--- src/rtl/hwrr_pkg.sv ---
`timescale 1ns / 1ps

package hwrr_pkg;

  // Millisecond counters and limit registers
  localparam int unsigned CntW = 25;
  localparam int unsigned RegW = 24;
  localparam int unsigned CfgIdxW = 2;

  typedef logic [CntW-1:0] cnt_t;
  typedef logic [RegW-1:0] reg_t;

  typedef enum logic [CfgIdxW-1:0] {
    CFG_TIMEOUT       = 2'd0,
    CFG_SEND_INTERVAL = 2'd1,
    CFG_SEND_PULSE    = 2'd2,
    CFG_RELAY_PULSE   = 2'd3
  } cfg_idx_e;

  typedef enum logic [1:0] {
    STATUS_OK      = 2'd0,
    STATUS_GRACE   = 2'd1,
    STATUS_TIMEOUT = 2'd2
  } status_e;

  localparam reg_t TimeoutRst       = 24'd5000;
  localparam reg_t SendIntervalRst  = 24'd1000;
  localparam reg_t SendPulseRst     = 24'd50;
  localparam reg_t RelayPulseRst    = 24'd500;

  // Saturating increment: sticks at all ones
  function automatic cnt_t sat_inc(input cnt_t v);
    sat_inc = (&v) ? v : cnt_t'(v + cnt_t'(1));
  endfunction

endpackage

--- src/rtl/heartbeat_watchdog_relay_reset.sv ---
`timescale 1ns / 1ps

// Heartbeat watchdog with partner reset relay. Each input beat is one update
// (tick = one millisecond elapsed, rx_edge = heartbeat edge received,
// sensor_ok = local sensor healthy); each update produces exactly one output
// beat with the heartbeat pin level, the relay level, the status (ok, grace
// before the first edge, timeout) and the sticky timeout flag. In an update,
// the millisecond counters, the edge handling and the step rule are one
// combinational pass from the state registers into the state and the output
// register, so a new beat is accepted every cycle as long as the output
// register is free or being drained in the same cycle. All counters are 25
// bits and saturate, so a timeout persists until a heartbeat edge arrives.
// Registers (24-bit, milliseconds) are written over the cfg channel, which is
// always ready; index 0 timeout/cooldown, 1 send interval, 2 send pulse
// length, 3 relay pulse length. Write them only while the block is idle.
module heartbeat_watchdog_relay_reset (
  input  logic                        clk_i,
  input  logic                        rst_ni,
  // configuration write channel
  input  logic                        cfg_valid_i,
  output logic                        cfg_ready_o,
  input  logic [hwrr_pkg::CfgIdxW-1:0] cfg_index_i,
  input  logic [hwrr_pkg::RegW-1:0]   cfg_data_i,
  // update channel
  input  logic                        in_valid_i,
  output logic                        in_stall_o,
  input  logic                        tick_i,
  input  logic                        rx_edge_i,
  input  logic                        sensor_ok_i,
  // result channel
  output logic                        out_valid_o,
  input  logic                        out_stall_i,
  output logic                        hb_out_o,
  output logic                        relay_on_o,
  output logic [1:0]                  status_o,
  output logic                        timeout_latched_o
);
  import hwrr_pkg::*;

  // ---------------------------------------------------------------------
  // Configuration registers
  // ---------------------------------------------------------------------
  reg_t timeout_q, send_interval_q, send_pulse_q, relay_pulse_q;

  assign cfg_ready_o = 1'b1;

  always_ff @(posedge clk_i or negedge rst_ni) begin
    if (!rst_ni) begin
      timeout_q       <= TimeoutRst;
      send_interval_q <= SendIntervalRst;
      send_pulse_q    <= SendPulseRst;
      relay_pulse_q   <= RelayPulseRst;
    end else if (cfg_valid_i && cfg_ready_o) begin
      case (cfg_idx_e'(cfg_index_i))
        CFG_TIMEOUT:       timeout_q       <= cfg_data_i;
        CFG_SEND_INTERVAL: send_interval_q <= cfg_data_i;
        CFG_SEND_PULSE:    send_pulse_q    <= cfg_data_i;
        CFG_RELAY_PULSE:   relay_pulse_q   <= cfg_data_i;
        default: ;
      endcase
    end
  end

  // zero-extended limits for compare against the 25-bit counters
  cnt_t timeout_x, send_interval_x, send_pulse_x, relay_pulse_x;
  assign timeout_x       = {1'b0, timeout_q};
  assign send_interval_x = {1'b0, send_interval_q};
  assign send_pulse_x    = {1'b0, send_pulse_q};
  assign relay_pulse_x   = {1'b0, relay_pulse_q};

  // ---------------------------------------------------------------------
  // Handshake: output register drains or is empty -> take a new beat
  // ---------------------------------------------------------------------
  logic out_valid_q, out_valid_d;
  logic in_fire, out_fire;

  assign in_stall_o = out_valid_q && out_stall_i;
  assign in_fire    = in_valid_i && !in_stall_o;
  assign out_fire   = out_valid_q && !out_stall_i;

  // ---------------------------------------------------------------------
  // Watchdog state
  // ---------------------------------------------------------------------
  cnt_t idle_q, idle_d;
  cnt_t since_trig_q, since_trig_d;
  cnt_t since_send_q, since_send_d;
  cnt_t pulse_cnt_q, pulse_cnt_d;
  cnt_t relay_cnt_q, relay_cnt_d;
  logic seen_q, seen_d;
  logic latch_q, latch_d;
  logic pulse_act_q, pulse_act_d;
  logic relay_act_q, relay_act_d;

  logic    timed_out;
  status_e status_d;

  always_comb begin
    idle_d       = idle_q;
    since_trig_d = since_trig_q;
    since_send_d = since_send_q;
    pulse_cnt_d  = pulse_cnt_q;
    relay_cnt_d  = relay_cnt_q;
    seen_d       = seen_q;
    latch_d      = latch_q;
    pulse_act_d  = pulse_act_q;
    relay_act_d  = relay_act_q;

    // millisecond advance
    if (tick_i) begin
      idle_d       = sat_inc(idle_q);
      since_trig_d = sat_inc(since_trig_q);
      since_send_d = sat_inc(since_send_q);
      pulse_cnt_d  = sat_inc(pulse_cnt_q);
      relay_cnt_d  = sat_inc(relay_cnt_q);
    end

    // received edge wins over a timeout in the same update
    if (rx_edge_i) begin
      seen_d  = 1'b1;
      idle_d  = '0;
      latch_d = 1'b0;
    end

    // outgoing heartbeat pulse start, then end (zero length ends at once)
    if (sensor_ok_i && (since_send_d >= send_interval_x)) begin
      since_send_d = '0;
      pulse_act_d  = 1'b1;
      pulse_cnt_d  = '0;
    end
    if (pulse_act_d && (pulse_cnt_d >= send_pulse_x)) begin
      pulse_act_d = 1'b0;
    end

    timed_out = idle_d > timeout_x;
    if (timed_out) begin
      latch_d = 1'b1;
    end

    // relay fires once cooldown (also timeout_ms) has passed
    if (timed_out && !relay_act_d && (since_trig_d >= timeout_x)) begin
      seen_d       = 1'b0;
      since_trig_d = '0;
      relay_act_d  = 1'b1;
      relay_cnt_d  = '0;
    end
    if (relay_act_d && (relay_cnt_d >= relay_pulse_x)) begin
      relay_act_d = 1'b0;
    end

    if (timed_out) begin
      status_d = STATUS_TIMEOUT;
    end else if (seen_d) begin
      status_d = STATUS_OK;
    end else begin
      status_d = STATUS_GRACE;
    end
  end

  always_ff @(posedge clk_i or negedge rst_ni) begin
    if (!rst_ni) begin
      idle_q       <= '0;
      since_trig_q <= '1;
      since_send_q <= '1;
      pulse_cnt_q  <= '0;
      relay_cnt_q  <= '0;
      seen_q       <= 1'b0;
      latch_q      <= 1'b0;
      pulse_act_q  <= 1'b0;
      relay_act_q  <= 1'b0;
    end else if (in_fire) begin
      idle_q       <= idle_d;
      since_trig_q <= since_trig_d;
      since_send_q <= since_send_d;
      pulse_cnt_q  <= pulse_cnt_d;
      relay_cnt_q  <= relay_cnt_d;
      seen_q       <= seen_d;
      latch_q      <= latch_d;
      pulse_act_q  <= pulse_act_d;
      relay_act_q  <= relay_act_d;
    end
  end

  // ---------------------------------------------------------------------
  // Output register
  // ---------------------------------------------------------------------
  logic    hb_out_q, relay_on_q, latched_q;
  status_e status_q;

  always_comb begin
    out_valid_d = out_valid_q;
    if (in_fire) begin
      out_valid_d = 1'b1;
    end else if (out_fire) begin
      out_valid_d = 1'b0;
    end
  end

  always_ff @(posedge clk_i or negedge rst_ni) begin
    if (!rst_ni) begin
      out_valid_q <= 1'b0;
    end else begin
      out_valid_q <= out_valid_d;
    end
  end

  // payload: no reset needed
  always_ff @(posedge clk_i) begin
    if (in_fire) begin
      hb_out_q   <= pulse_act_d;
      relay_on_q <= relay_act_d;
      status_q   <= status_d;
      latched_q  <= latch_d;
    end
  end

  assign out_valid_o       = out_valid_q;
  assign hb_out_o          = hb_out_q;
  assign relay_on_o        = relay_on_q;
  assign status_o          = status_q;
  assign timeout_latched_o = latched_q;

  // ---------------------------------------------------------------------
  // Assertions
  // ---------------------------------------------------------------------
  // a timeout status always comes with the latch set
  a_timeout_latched : assert property (@(posedge clk_i) disable iff (!rst_ni)
    (out_valid_q && (status_q == STATUS_TIMEOUT)) |-> latched_q)
    else $error("timeout status without latch");

  // an edge clears the timeout in the result of its own update
  a_edge_clears : assert property (@(posedge clk_i) disable iff (!rst_ni)
    (in_fire && rx_edge_i) |=> ((status_q != STATUS_TIMEOUT) && !latched_q))
    else $error("edge did not clear timeout");

  // every accepted beat yields a result beat
  a_accept_result : assert property (@(posedge clk_i) disable iff (!rst_ni)
    in_fire |=> out_valid_q)
    else $error("accepted beat produced no result");

  // back-pressure only while a result is held
  a_stall_source : assert property (@(posedge clk_i) disable iff (!rst_ni)
    in_stall_o |-> (out_valid_q && out_stall_i))
    else $error("input stalled with free output register");

endmodule
--- config.mk ---
export PLATFORM = sky130hd
export DESIGN_NAME = heartbeat_watchdog_relay_reset
export DESIGN_NICKNAME = d
export VERILOG_FILES = /design/src/rtl/hwrr_pkg.sv /design/src/rtl/heartbeat_watchdog_relay_reset.sv
export SDC_FILE = /design/constraint.sdc
export NUM_CORES = 1
export LEC_CHECK = 0
export BUFFER_PORTS_ARGS = -buffer_cell sky130_fd_sc_hd__buf_2
export CORE_MARGIN = 1.5
export CORE_UTILIZATION = 25
export CTS_BUF_LIST = sky130_fd_sc_hd__clkbuf_8
export DETAILED_ROUTE_END_ITERATION = 7
export REMOVE_ABC_BUFFERS = 1
export SLEW_MARGIN = 25
export SYNTH_ARGS = -nofsm -noshare
export SYNTH_HDL_FRONTEND = slang
export SYNTH_SLANG_ARGS = --single-unit
--- constraint.sdc ---
create_clock -name clk_i -period 5.02 [get_ports clk_i]
set_clock_uncertainty 0.05 [all_clocks]
set_input_delay 0.251 -clock clk_i [delete_from_list [all_inputs] [get_ports clk_i]]
set_output_delay 0.251 -clock clk_i [all_outputs]
set_load 0.005 [all_outputs]
==> flow_summary.yaml <==
routing:
  vias: 13900
  wl_mm: 47.4
  dr.pass1.iters: 7
  drcViolationCount: 0
  drt_iter0_drc: 879
  via_per_inst: 4.78
  routedWlPerCell_um: 16.3
  antenna_left: 0
grt:
  grt_max_degree: 132
  antenna_found_initial: 3
  grt-ovfl-total: 0
  grt_first_pass_wirelength_mm: 77.5
  grt_usage_pct: 15.1
  grt_pass1_vias: 14400
sta:
  rsz0062_at_grt: "true"
  setup_viol: 5
  finalCritPeriodShare_pct: 106
  slew_headroom_pct: 37.5
  clock.fmax_mhz: 188
  hold_viol_final: 0
  worst_slack_ns: -0.290
  min_period_ns: 5.31
  slew_violations: 0
  tightest_slew_ns: 0.925
setup_path:
  cpPeakStageDelay_ns: 0.55
  reg2regPathDepth: 25
  cp.required_ns: 5.39
  arrival_ns: 5.68
  start_kind: "flip-flop"
  crit_type: "flip-flop to flip-flop"
  startpoint: "idle_q[0]"
  worstSetupEndpointType: "flip-flop"
  crit_path_max_fanout: 6
  timing.rr.start: "idle_q[0]"
  crit_top_cell: "nand4_1"
  cp_slowest_cell: "or4b_4"
synthesis:
  synth_warnings: 0
  syn_area_um2: 15600
  synth_edf_count: 5
  synth_cells: 1711
  synth_top_cells_by_area: "dfrtp_1 (25%), dfstp_2 (12%), ha_1 (10%), mux2_2 (5.4%), nor2_1 (4.0%)"
  synth-seq-cells: 231
  synth_most_common_cell: "nor2_1"
  syn_area_per_cell_um2: 9.11
  synth_cell_types: 79
  postSynth.asyncResetShare_pct: 97.8
  yosysTopAreaCell: "dfrtp_1"
  synth_top_flop_cell: "dfrtp_1"
  ys_top_cells_by_count: "nor2_1 (168), nand2_1 (164), dfrtp_1 (156)"
  yosysSeqAreaShare_pct: 37.8
  synth_top_area_share_pct: 25.1
die:
  start_util_pct: 25.3
  dieArea_um2: 63800
  num_rows: 91
  ios: 42
  fp.dieH_um: 253
  die_w_um: 253
  core_um2: 61600
placed_design:
  dp_hpwl_mm: 33.2
  place_area_um2: 18200
  port_buffers: 40
  place_ws_ns: -0.760
  routabilityCongestion: 0.888
layout:
  synthToLayoutAreaGrowth_pct: 30.0
  post_route_cells_drive_above_1_share_pct: 30.8
  fin_area_um2: 20300
  fin_nets: 2189
hold_path:
  hp-class: "primary input to flip-flop"
  hold_depth: 3
  hp-start: "cfg_data_i[21]"
status:
  status: "complete, but fails checks"
  failed_checks: "setup timing"
clock_tree:
  root_buffer: "clkbuf_8"
  cts_tree: "yes"
  clockBufferDepth: 3
  clk_pin_slew_ns: 0.06
  cts-buffers-inserted: 42
  clock_latency_ns: 0.59
  cts_sinks: 231
  ctsHtreeMaxLevel: 2
job:
  maxCapViolCount: 0
power_and_ir_drop:
  powerDensity_nw_per_um2: 288
  peakVddDrop_mv: 0.149
  p_leak_nw: 9.37
through the flow:
| step | hold WS [ns] | utilization (%) | instances | TNS [ns] | total power [mW] |
|---|---|---|---|---|---|
| 2_1_floorplan | -0.0946 | - | 1629 | -5.95 | 3.27 |
| 3_3_place_gp | 0.264 | 29.5 | 2731 | -2.15 | 3.83 |
| 3_5_place_dp | 0.271 | 29.5 | 2731 | -2.51 | 3.90 |
| 4_1_cts | 0.00626 | 32.8 | 2903 | -1.01 | 5.87 |
| 5_1_grt | 0.0427 | 32.9 | 2900 | -2.26 | 6.19 |
| 6_report | 0.0304 | 32.9 | 2900 | -1.09 | 5.83 |
layout make-up:
| class | instances | area [µm²] |
|---|---|---|
| inverter | 119 | 447 |
| clock inverter | 23 | 121 |
| antenna | 1 | 2.50 |
| tap | 837 | 1050 |
| timing repair buffer | 356 | 2790 |
| clock buffer | 53 | 729 |
| sequential | 231 | 5890 |
| multi-input combinational | 1280 | 9220 |
| fill | 6220 | 41300 |
sequential cells by signal, indices dropped and copies added, names as in the netlist, 2 cells and up:
| signal | count |
|---|---|
| since_trig_q | 25 |
| relay_cnt_q | 25 |
| relay_pulse_q | 24 |
| send_interval_q | 24 |
| since_send_q | 25 |
| send_pulse_q | 24 |
| status_o | 2 |
| idle_q | 25 |
| timeout_q | 24 |
| pulse_cnt_q | 25 |
path summary, 6_finish.rpt:
kind,end,slack (ns)
worst max-delay path,relay_on_o,-0.29
worst min-delay path,timeout_q[21],0.03
worst max register to register,relay_on_o,-0.29
worst min register to register,pulse_act_q,0.44
max in group asynchronous,relay_pulse_q[19],3.45
min in group asynchronous,out_valid_o,0.17
timing repair:
item,in CTS,in global routing
hold endpoints to repair,138,0
setup buffers,72,3
hold buffers,26,0
resized for setup,98,20
cloned,1,0
setup endpoints to repair,4,27
pin swaps,82,14
power by group:
part / switching (mW) / total, mW / internal, mW
registers: 0.183 / 2.35 / 2.17
logic: 0.880 / 1.64 / 0.763
clock network: 0.841 / 1.84 / 0.997
total: 1.90 / 5.83 / 3.93
cell usage in the layout (no fill, tap or decap), types with 59 or more instances in the layout:
cell | synthesis | routed
mux2_2 | 75 | 75
nand3_1 | 74 | 71
a21oi_1 | 65 | 59
inv_1 | 118 | 136
buf_4 | 7 | 257
dfrtp_1 | 156 | 156
nor2_1 | 168 | 148
nand2_1 | 164 | 162
o21ai_0 | 95 | 89
dfstp_2 | 70 | 70
xnor2_1 | 61 | 59
ha_1 | 125 | 119
kinds of logic after synthesis:
group                      count (synthesis)  synth area share, %
DFF                                      231                 37.8
AOI/OAI and AO/OA                        351                 15.1
and+or+nand+nor                          602                 19.0
xor gates and xnor gates                 108                 6.07
buffers and inverters                    201                 5.41
muxes                                     92                 6.51
other                                      1               0.0241
adders and majority gates                125                 10.0
per-layer routing:
layer  share of wire, %  vias up  GRT usage (%)
li1                   -     6708              -
met1                 44     6760           18.8
met2                 49      279           26.3
met3                3.7      104           2.05
met4                3.4        0           6.02
met5                  0        -              0
critical path: cells and delay by family (launching register included):
family	cells	cell delay (ns)
XOR/XNOR	1	0.22
adder cells (fa/ha/maj)	3	0.75
buffers and inverters	1	0.14
flip-flops	1	0.39
AND/OR/NAND/NOR	13	2.24
AO/OA/AOI/OAI	7	1.35
Note: power is estimated with default switching activity, not from simulation.
